## config.mk

```make
export PLATFORM = sky130hd
export DESIGN_NAME = btpc_ctrl
export DESIGN_NICKNAME = d
export VERILOG_FILES = /design/src/rtl/core/btpc_pkg.sv /design/src/rtl/core/btpc_ctrl.sv
export SDC_FILE = /design/constraint.sdc
export NUM_CORES = 1
export LEC_CHECK = 0
export ABC_CLOCK_PERIOD_IN_PS = 2100
export BUFFER_PORTS_ARGS = -buffer_cell sky130_fd_sc_hd__buf_2
export CAP_MARGIN = 10
export CORE_MARGIN = 3
export CORE_UTILIZATION = 53
export CTS_CLUSTER_SIZE = 14
export DETAILED_ROUTE_END_ITERATION = 10
export PLACE_DENSITY = 0.82
export SETUP_SLACK_MARGIN = 0.05
export SYNTH_ARGS = -nofsm -noshare
export SYNTH_HDL_FRONTEND = slang
export SYNTH_SLANG_ARGS = --single-unit
```

## constraint.sdc

```tcl
create_clock -name clk -period 2.1 [get_ports clk]
set_input_delay 0.21 -clock clk [delete_from_list [all_inputs] [get_ports clk]]
set_output_delay 0.21 -clock clk [all_outputs]
set_load 0.005 [all_outputs]
```

## src/rtl/core/btpc_pkg.sv

```systemverilog
//------------------------------------------------------------------------------
// btpc_pkg
// Shared types, constants and helpers for the barometric compensation block.
//------------------------------------------------------------------------------
package btpc_pkg;

	localparam int RAW_W   = 20;
	localparam int TRIM_W  = 48;
	localparam int TEMP_W  = 21;
	localparam int PRESS_W = 32;
	localparam int IDX_W   = 2;

	localparam logic [RAW_W-1:0] SKIP_CODE = 20'h80000;

	localparam logic [IDX_W-1:0] REG_TRIM_TEMP    = 2'd0;
	localparam logic [IDX_W-1:0] REG_TRIM_PRESS_A = 2'd1;
	localparam logic [IDX_W-1:0] REG_TRIM_PRESS_B = 2'd2;
	localparam logic [IDX_W-1:0] REG_TRIM_PRESS_C = 2'd3;

	// datapath micro-operations, one per sequencer step
	typedef enum logic [4:0] {
		OP_T_LOAD,   // capture inputs, compute a, d
		OP_T_MUL1,   // m = a*t2
		OP_T_V1,     // v1t = m >>> 11 ; m = d*d
		OP_T_MUL2,   // m = (m>>>12)*t3
		OP_T_FIN,    // tf, fine, v1t = tf*5 ; m = 0
		OP_T_OUT,    // temperature result
		OP_P_V1,     // pv1 = fine - 128000 ; m = pv1*pv1
		OP_P_SQ,     // sq = m ; m = sq*p6
		OP_P_A1,     // acc = m ; m = pv1*p5
		OP_P_A2,     // acc += m<<17 + p4<<35 -> v2 ; m = sq*p3
		OP_P_B1,     // acc = m>>>8 ; m = pv1*p2
		OP_P_B2,     // m = (2^47+acc+m<<12)*p1
		OP_P_B3,     // den = m>>>33
		OP_P_NUM,    // m = ((1048576-adc)<<31 - v2)*3125
		OP_P_NUM2,   // not issued by the sequencer; no datapath action
		OP_P_DIV,    // start divider
		OP_P_Q,      // p = quotient ; m = p9*q
		OP_P_E1A,    // m = m*q
		OP_P_E1B,    // e1 = m>>>25 ; m = p8*p
		OP_P_E2,     // final pressure
		OP_NONE
	} op_t;

	typedef struct packed {
		logic op_valid;
		op_t  op;
	} dp_cmd_t;

	typedef struct packed {
		logic t_skip;
		logic p_skip;
		logic den_zero;
		logic div_busy;
	} dp_stat_t;

	function automatic logic signed [63:0] sx16(input logic [15:0] v);
		sx16 = {{48{v[15]}}, v};
	endfunction

endpackage

```

## src/rtl/core/btpc_ctrl.sv

```systemverilog
//------------------------------------------------------------------------------
// btpc_ctrl
// Sequencer: walks the compensation steps and runs the handshakes.
//------------------------------------------------------------------------------
module btpc_ctrl import btpc_pkg::*; (
	input  logic     clk,
	input  logic     arst_n,
	input  logic     in_valid,
	output logic     in_ready,
	output logic     out_valid,
	input  logic     out_ready,
	output dp_cmd_t  cmd,
	input  dp_stat_t stat
);
	typedef enum logic [3:0] {
		S_IDLE = 4'b0001,
		S_RUN  = 4'b0010,
		S_WAIT = 4'b0100,
		S_OUT  = 4'b1000
	} state_t;

	state_t state_q;
	op_t    op_q;

	// output register frees once taken; new work only starts when empty
	assign in_ready  = (state_q == S_IDLE);
	assign out_valid = (state_q == S_OUT);

	always_comb begin
		cmd.op_valid = 1'b0;
		cmd.op = op_q;
		if (state_q == S_IDLE && in_valid) begin
			cmd.op_valid = 1'b1;
			cmd.op = OP_T_LOAD;
		end else if (state_q == S_RUN) begin
			cmd.op_valid = 1'b1;
		end
	end

	function automatic op_t next_op(input op_t o, input dp_stat_t s);
		unique case (o)
			OP_T_LOAD: next_op = s.t_skip ? OP_P_V1 : OP_T_MUL1;
			OP_T_MUL1: next_op = OP_T_V1;
			OP_T_V1:   next_op = OP_T_MUL2;
			OP_T_MUL2: next_op = OP_T_FIN;
			OP_T_FIN:  next_op = OP_T_OUT;
			OP_T_OUT:  next_op = OP_P_V1;
			OP_P_V1:   next_op = OP_P_SQ;
			OP_P_SQ:   next_op = OP_P_A1;
			OP_P_A1:   next_op = OP_P_A2;
			OP_P_A2:   next_op = OP_P_B1;
			OP_P_B1:   next_op = OP_P_B2;
			OP_P_B2:   next_op = OP_P_B3;
			OP_P_B3:   next_op = OP_P_NUM;
			OP_P_NUM:  next_op = s.den_zero ? OP_NONE : OP_P_DIV;
			OP_P_DIV:  next_op = OP_P_Q;
			OP_P_Q:    next_op = OP_P_E1A;
			OP_P_E1A:  next_op = OP_P_E1B;
			OP_P_E1B:  next_op = OP_P_E2;
			default:   next_op = OP_NONE;
		endcase
	endfunction

	always_ff @(posedge clk or negedge arst_n) begin
		if (!arst_n) begin
			state_q <= S_IDLE;
			op_q    <= OP_NONE;
		end else begin
			unique case (state_q)
				S_IDLE: if (in_valid) begin
					op_q    <= OP_T_LOAD;
					state_q <= S_WAIT;
				end
				S_RUN: begin
					state_q <= S_WAIT;
				end
				S_WAIT: if (!stat.div_busy) begin
					priority if (op_q == OP_T_LOAD && stat.p_skip && stat.t_skip) begin
						state_q <= S_OUT;
					end else if (op_q == OP_T_OUT && stat.p_skip) begin
						state_q <= S_OUT;
					end else if (op_q == OP_T_LOAD && stat.t_skip) begin
						op_q <= stat.p_skip ? OP_NONE : OP_P_V1;
						state_q <= S_RUN;
					end else if (next_op(op_q, stat) == OP_NONE) begin
						state_q <= S_OUT;
					end else begin
						op_q <= next_op(op_q, stat);
						state_q <= S_RUN;
					end
				end
				S_OUT: if (out_ready) state_q <= S_IDLE;
				default: state_q <= S_IDLE;
			endcase
		end
	end
endmodule

```

==> summary.md, run 1 <==
| Metric | Value |
|---|---|
| Routed wire per std cell | 16.1 µm |
| Number of enable-type register cells in the synthesized netlist | 0 |
| Post-detailed-placement half-perimeter wirelength | 1.50 mm |
| Switch Pwr | 0.472 mW |
| Summed negative setup slack over all endpoints | 0 ns |
| Vias per cell | 6.30 |
| Leading post-synthesis cells by instance count | 8 x sky130_fd_sc_hd__a21oi_1, 7 x sky130_fd_sc_hd__and2_1, 7 x sky130_fd_sc_hd__nand2_1, 6 x sky130_fd_sc_hd__dfrtp_1, 6 x sky130_fd_sc_hd__nor2_1 |
| Boundary Pins | 16 |
| Share of cells above drive strength 1 | 0.336 |
| Yosys cell types | 40 |
| Most frequent cell after synthesis | sky130_fd_sc_hd__a21oi_1 |
| Final number of max-transition violations | 0 |
| Type of the worst setup path | reg -> reg |
| Share of total power in combinational logic | 0.562 |
| Number of DRC markers after the initial detailed-route iteration | 23 |
| Placed standard-cell area | 901 µm² |
| Hold Path Class | in -> reg |
| Outcome | completed |
| Pwr Total | 1.07 mW |
| Flip-flop and latch count after synthesis | 9 |
| Sink Count | 9 |
| Drt drc | 0 |
| Number of instances in the synthesized netlist | 94 |
| Number of buffers added on ports | 15 |
| Net Sw Frac | 0.442 |
| Count of final setup violators | 0 |
| Register share of total power | 0.303 |
| Final global-route overflow total | 0 |
| Time the final worst path needs with I/O delays and setup | slightly above 2 ns |
| Root buffer cell | sky130_fd_sc_hd__clkbuf_4 |
| Dominant cells by area after synthesis | sky130_fd_sc_hd__dfrtp_1 19%, sky130_fd_sc_hd__dfstp_2 10%, sky130_fd_sc_hd__and2_1 5.6%, sky130_fd_sc_hd__a21oi_1 5.1%, sky130_fd_sc_hd__a21o_1 3.8% |
| Clock latency on the worst-skew pair | around 0.27 ns |
| Leading area contributor after synthesis | sky130_fd_sc_hd__dfrtp_1 |
| WL final | around 2.1 mm |
| TritonCTS clock tree | built |
| Effective utilization at floorplan | 0.582 |
| Netlist area before placement | 786 µm² |
| Nets in the synthesized netlist | ~100 |
| Number of nets still failing antenna checks after routing | 0 |
| Number of detailed-routing iterations run before antenna repair | 4 |
| Capturing element type of the critical path | flip-flop |
| Number of warning messages in the yosys log | 0 |
| Critical path required time | 2.26 ns |
| Diodes inserted | 0 |
| Startpoint type of the worst setup path | flip-flop |
| Routability congestion estimate from global placement | 0.916 |
| Final Hold Violating Endpoints | 0 |
| Layout overhead on the synthesized area | 23.7% |
| Cell Int Power | just under 0.6 mW |
| Total global routing track utilization | 0.233 |
| Final Instance Area | 972 µm² |
| Rows | 13 |
| Transition time at the pin with the least slew margin | 0.390 ns |
| Maximum VDD drop | 0.000540 V |
| Area of the core | 1350 µm² |
| DR vias | between 800 and 900 |
| Max FO, Critical Path | 6 |
| Share of flip-flops with an asynchronous set or reset after synthesis | 1.00 |
| Endpoint arrival time on the critical path | 2.19 ns |
| Longest Clk Path Bufs | 2 |
| RSZ-0062 raised after global routing | yes |
| Final Cycle Share | 0.964 |
| Clock share of power | 0.135 |
| DIE HEIGHT | 44.5 µm |
| Maximum number of pins on one net before global-route repair | 13 |
| Power Dens Cells | 1100 nW/µm² |
| Yosys top cell area share | 0.191 |
| Leakage power total | 0.479 nW |
| Mean area per synthesized cell | 8.36 µm² |
| Remaining max-slew budget at the tightest pin | 0.738 |
| Number of nets in the final layout | 125 |
| Final setup slack of the worst path | 0.0752 ns |
| Max-capacitance violation count | 0 |
| Vias in the first global route | 740 |
| Max Freq | 494 MHz |
| Most used flip-flop cell after synthesis | sky130_fd_sc_hd__dfrtp_1 |
| Portion of the post-synthesis area used by sequential elements | 0.291 |
| Number of antenna violations at the first check in global routing | 0 |
| Wire length of the first global-routing pass | 3.32 mm |
| Clock buffers created by TritonCTS | 3 |
| Clock slew seen by the registers of the worst setup and hold paths | around 0.070 ns |
| Die width | 44.5 µm |
| Worst slack after detailed placement | about 0.082 ns |
| Count of H-tree levels built during CTS | 1 |
| Layout Skew | between 0.005 and 0.006 ns |
| Die footprint | 1980 µm² |
-- layer usage --
| layer | global-route usage | wire length (µm) | vias to the layer above |
|---|---|---|---|
| met3 | 0.0610 | 140 | 8 |
| met1 | 0.284 | 952 | 390 |
| met5 | 0 | 0 | - |
| met2 | 0.370 | 975 | 24 |
| met4 | 0.127 | 36 | 0 |
| li1 | - | - | 403 |
-- sequential cells by signal (all words and copies together), names as in the netlist --
| signal | cells |
|---|---|
| op_q | 5 |
| state_q | 4 |
-- cell families after synthesis --
group	Yosys count	share of synthesized area
compound gates	32	0.306
fa+ha+maj	1	0.0127
buf+inv	8	0.0398
mux	1	0.0191
flops	9	0.291
simple gates	43	0.331
-- cell usage in the layout (no fill, tap or decap), drive strengths merged, types with 2 or more instances in the layout --
master  count
nor3        5
nand2       7
nand2b      3
inv         2
a211oi      4
a32o        2
or4b        2
dfstp       3
nor3b       2
nor4b       2
o21ai       3
buf        23
dfrtp       6
nor2b       3
and2        7
a31oi       3
clkbuf      4
nor2        6
a21o        4
a21oi       8
-- power by group through the flow --
stage / Clock [mW] / Combinational (mW) / Sequential (mW)
2_1_floorplan: 0 / 0.430 / 0.278
3_3_place_gp: 0 / 0.548 / 0.307
3_5_place_dp: 0 / 0.564 / 0.314
4_1_cts: 0.145 / 0.570 / 0.311
5_1_grt: 0.152 / 0.661 / 0.335
6_report: 0.145 / 0.600 / 0.323
-- path summary, 6_finish.rpt --
path                       startpoint    endpoint  slack (ns)  cells past startpoint
setup / recovery           state_q[3]     op_q[1]        0.08                      6
min in group asynchronous      arst_n     op_q[0]        0.33                      2
hold reg to reg            state_q[0]  state_q[0]        0.63                      2
setup reg to reg           state_q[3]     op_q[1]        0.08                      6
hold / removal              out_ready  state_q[3]        0.24                      3
max in group asynchronous      arst_n     op_q[4]        1.51                      2
-- layout make-up --
type                       instances  area, µm²
tap                               15       18.8
fill                             110        378
sequential                         9        229
timing repair buffer              24        145
multi-input combinational         77        546
clock buffer                       4       26.3
inverter                           2       7.51
-- worst max-delay path: stages, from the launching register on --
cell and delay, ns:
sky130_fd_sc_hd__dfrtp_1 0.43, sky130_fd_sc_hd__or4b_4 0.54, sky130_fd_sc_hd__a211oi_4 0.24, sky130_fd_sc_hd__buf_4 0.17
sky130_fd_sc_hd__nand2_1 0.06, sky130_fd_sc_hd__or2_1 0.25, sky130_fd_sc_hd__a32o_2 0.24
-- through the flow --
stage | utilization | hold WS (ns) | cells
2_1_floorplan | - | -0.0856 | 94
3_3_place_gp | 0.667 | 0.0687 | 124
3_5_place_dp | 0.667 | 0.0748 | 124
4_1_cts | 0.694 | 0.241 | 129
5_1_grt | 0.720 | 0.253 | 131
6_report | 0.720 | 0.237 | 131
-- timing repair --
item / CTS / global route
hold buffers: 1 / 0
setup endpoints to repair: 0 / 3
buffers inserted: 0 / 2
resized for setup: 0 / 3
hold endpoints to repair: 6 / 0
(Power assumes the default switching activity.)
==> run 2: changes to the inputs <==
Settings changed: PLACE_DENSITY 0.82 to 0.8.
==> run 2 against run 1 <==
Compared with the run above:
- utilization grew 0.28 points
- power rose by 0.68%
- sequential power about the same
- cell count stayed put
- non-clock buffer count stayed put
- fmax rose by 0.21%
- die area is the same
- design area up 0.39%
- critical path depth shrank 1
- clock skew increased by 0.0095 ns
- global-route usage increased by 1.7 points
- clock power about the same
- critical path type unchanged
- critical endpoint is now op_q[4]
==> summary.md, run 2 (same netlist as run 1, synthesis figures left out) <==
| Metric | Value |
|---|---|
| Vias per cell | 6.47 (+2.8%) |
| Buffers & Inverters on Critical Path | 0 (-1) |
| Die footprint | 1980 µm² (unchanged) |
| Net Sw Frac | 0.450 (+0.00794) |
| Largest registers in the final layout | op_q x5, state_q x4 |
| Time the final worst path needs with I/O delays and setup | 2.02 ns (-0.00428 ns) |
| Routed wire per std cell | 16.3 µm (+1.8%) |
| Vias in the first global route | 683 (-7.7%) |
| Switch Pwr | 0.483 mW (+2.5%) |
| Cell Int Power | 0.591 mW (-0.75%) |
| Footprint of the multi-input gates | 548 µm² (+0.46%) |
| Largest register by flop count | op_q |
| Diodes inserted | 0 (unchanged) |
| Final global-route overflow total | 0 (unchanged) |
| Final Hold Violating Endpoints | 0 (unchanged) |
| Clock buffers created by TritonCTS | 3 (unchanged) |
| Critical path required time | 2.32 ns (+0.06 ns) |
| WL final | 2.14 mm (+1.8%) |
| DR vias | 848 (+2.8%) |
| Total area of sequential cells | 229 µm² (unchanged) |
| Leakage power total | 0.481 nW (+0.27%) |
| Summed negative setup slack over all endpoints | 0 ns (unchanged) |
| Sink Count | 9 (unchanged) |
| Effective utilization at floorplan | 0.582 (unchanged) |
| Cell chain of the critical path | or4b_4 > a211oi_4 > a32o_2 > a31oi_2 > mux2_4 |
| Max FO, Critical Path | 6 (unchanged) |
| Wire length of the first global-routing pass | 3.35 mm (+1.1%) |
| Type of the worst setup path | reg -> reg |
| Maximum VDD drop | 0.000564 V (+4.5%) |
| Layout fillers | 113 (+2.7%) |
| Share of cells above drive strength 1 | 0.353 (+0.0172) |
| Layout Skew | 0.0152 ns (+0.00946 ns) |
| Critical-path cell with the highest stage delay | sky130_fd_sc_hd__or4b_4 |
| Transition time at the pin with the least slew margin | 0.407 ns (+0.0169 ns) |
| Clock slew seen by the registers of the worst setup and hold paths | 0.07 ns (about the same) |
| Number of detailed-routing iterations run before antenna repair | 4 (unchanged) |
| Number of nets in the final layout | 125 (unchanged) |
| Most frequent standard cell in the layout excluding fill and tap cells | sky130_fd_sc_hd__buf_2 |
| Rows | 13 (unchanged) |
| Remaining max-slew budget at the tightest pin | 0.729 (-0.00923) |
| Leading cell types in the layout, fill and taps excluded | 15 x sky130_fd_sc_hd__buf_2, 8 x sky130_fd_sc_hd__a21oi_1, 8 x sky130_fd_sc_hd__buf_4 |
| Final number of max-transition violations | 0 (unchanged) |
| Root buffer cell | sky130_fd_sc_hd__clkbuf_4 |
| Max FFs per register | 5 (unchanged) |
| Count of H-tree levels built during CTS | 1 (unchanged) |
| Total global routing track utilization | 0.250 (+0.0168) |
| Register share of total power | 0.301 (-0.002) |
| Clock share of power | 0.134 (about the same) |
| Final Cycle Share | 0.962 (-0.00204) |
| Post-detailed-placement half-perimeter wirelength | 1.57 mm (+4.3%) |
| Max-capacitance violation count | 0 (unchanged) |
| Largest stage delay on the critical path | 0.55 ns (about the same) |
| DIE HEIGHT | 44.5 µm (unchanged) |
| Outcome | completed |
| Count of final setup violators | 0 (unchanged) |
| Startpoint type of the worst setup path | flip-flop |
| Share of total power in combinational logic | 0.565 (+0.003) |
| Die width | 44.5 µm (unchanged) |
| Longest Clk Path Bufs | 2 (unchanged) |
| Pwr Total | 1.07 mW (+0.68%) |
| Boundary Pins | 16 (unchanged) |
| Routability congestion estimate from global placement | 0.921 (+0.49%) |
| Drt drc | 0 (unchanged) |
| Number of buffers added on ports | 15 (unchanged) |
| Clock latency on the worst-skew pair | 0.28 ns (about the same) |
| RSZ-0062 raised after global routing | no |
| Max Freq | 495 MHz (+0.21%) |
| Endpoint arrival time on the critical path | 2.24 ns (+0.05 ns) |
| Layout overhead on the synthesized area | 24.2% |
| Number of DRC markers after the initial detailed-route iteration | 43 (+87%) |
| Capturing element type of the critical path | flip-flop |
| Maximum number of pins on one net before global-route repair | 15 (+2) |
| Number of antenna violations at the first check in global routing | 0 (unchanged) |
| Hold Path Class | in -> reg |
| TritonCTS clock tree | built |
| Number of nets still failing antenna checks after routing | 0 (unchanged) |
| Power Dens Cells | 1100 nW/µm² (+0.30%) |
| Kind of cell adding the most delay to the critical path | compound AO/OA/AOI/OAI gates |
| Flop-to-flop setup slack | 0.08 ns (about the same) |
| Area of the core | 1350 µm² (unchanged) |
run 2: cell count changes in the layout (fill, tap and decap cells not counted), sizes merged:
| cell | before | now |
|---|---|---|
| clkinv | 0 | 1 |
| clkbuf | 4 | 3 |
run 2: tightest hold or removal path, stage by stage:
cell and delay [ns]:
sky130_fd_sc_hd__buf_2 0.09, sky130_fd_sc_hd__nand2b_1 0.09, sky130_fd_sc_hd__o31ai_1 0.07
run 2: path summary, 6_finish.rpt:
path                            startpoint  depth (start not counted)         end
worst max-delay path            state_q[3]                          5     op_q[4]
worst min register to register  state_q[1]                          2  state_q[3]
worst min-delay path             out_ready                          3  state_q[3]
min in group asynchronous           arst_n                          2  state_q[3]
max in group asynchronous           arst_n                          2     op_q[2]
worst max register to register  state_q[3]                          5     op_q[4]
run 2: layer usage:
layer  global-route usage  part of all wire  wire [µm]  up-vias
met2                0.321              0.43        923       41
met3               0.0813              0.11        225       10
met4                0.151             0.034         73        0
met5                    0                 0          0        -
met1                0.354              0.43        918      390
li1                     -                 -          -      407
run 2: final cells by class:
class / count / area share
Multi-Input combinational cell: 77 / 0.562
Sequential cell: 9 / 0.235
Timing Repair Buffer: 24 / 0.149
Clock buffer: 3 / 0.0231
Tap cell: 15 / 0.0192
Inverter: 2 / 0.00769
Clock inverter: 1 / 0.00513
run 2: power groups by stage:
| stage | sequential (mW) | clock [mW] | combinational (mW) |
|---|---|---|---|
| 2_1_floorplan | 0.278 | 0 | 0.430 |
| 3_3_place_gp | 0.312 | 0 | 0.550 |
| 3_5_place_dp | 0.318 | 0 | 0.563 |
| 4_1_cts | 0.314 | 0.147 | 0.565 |
| 5_1_grt | 0.333 | 0.155 | 0.664 |
| 6_report | 0.323 | 0.144 | 0.607 |
run 2: what timing repair did:
action / CTS / global route
hold buffers: 1 / 0
setup buffers: 0 / 3
hold endpoints to repair: 7 / 0
endpoints found under the setup margin: 0 / 4
resized for setup: 0 / 4
run 2: metrics by stage:
step | cells | hold WS, ns | cell area (µm²) | worst slack (ns) | utilization
2_1_floorplan | 94 | -0.0856 | 786 | 0.205 | -
3_3_place_gp | 123 | 0.0691 | 893 | 0.134 | 0.662
3_5_place_dp | 123 | 0.0728 | 893 | 0.0716 | 0.662
4_1_cts | 128 | 0.215 | 931 | 0.0730 | 0.690
5_1_grt | 131 | 0.253 | 976 | 0.0354 | 0.723
6_report | 131 | 0.221 | 976 | 0.0795 | 0.723
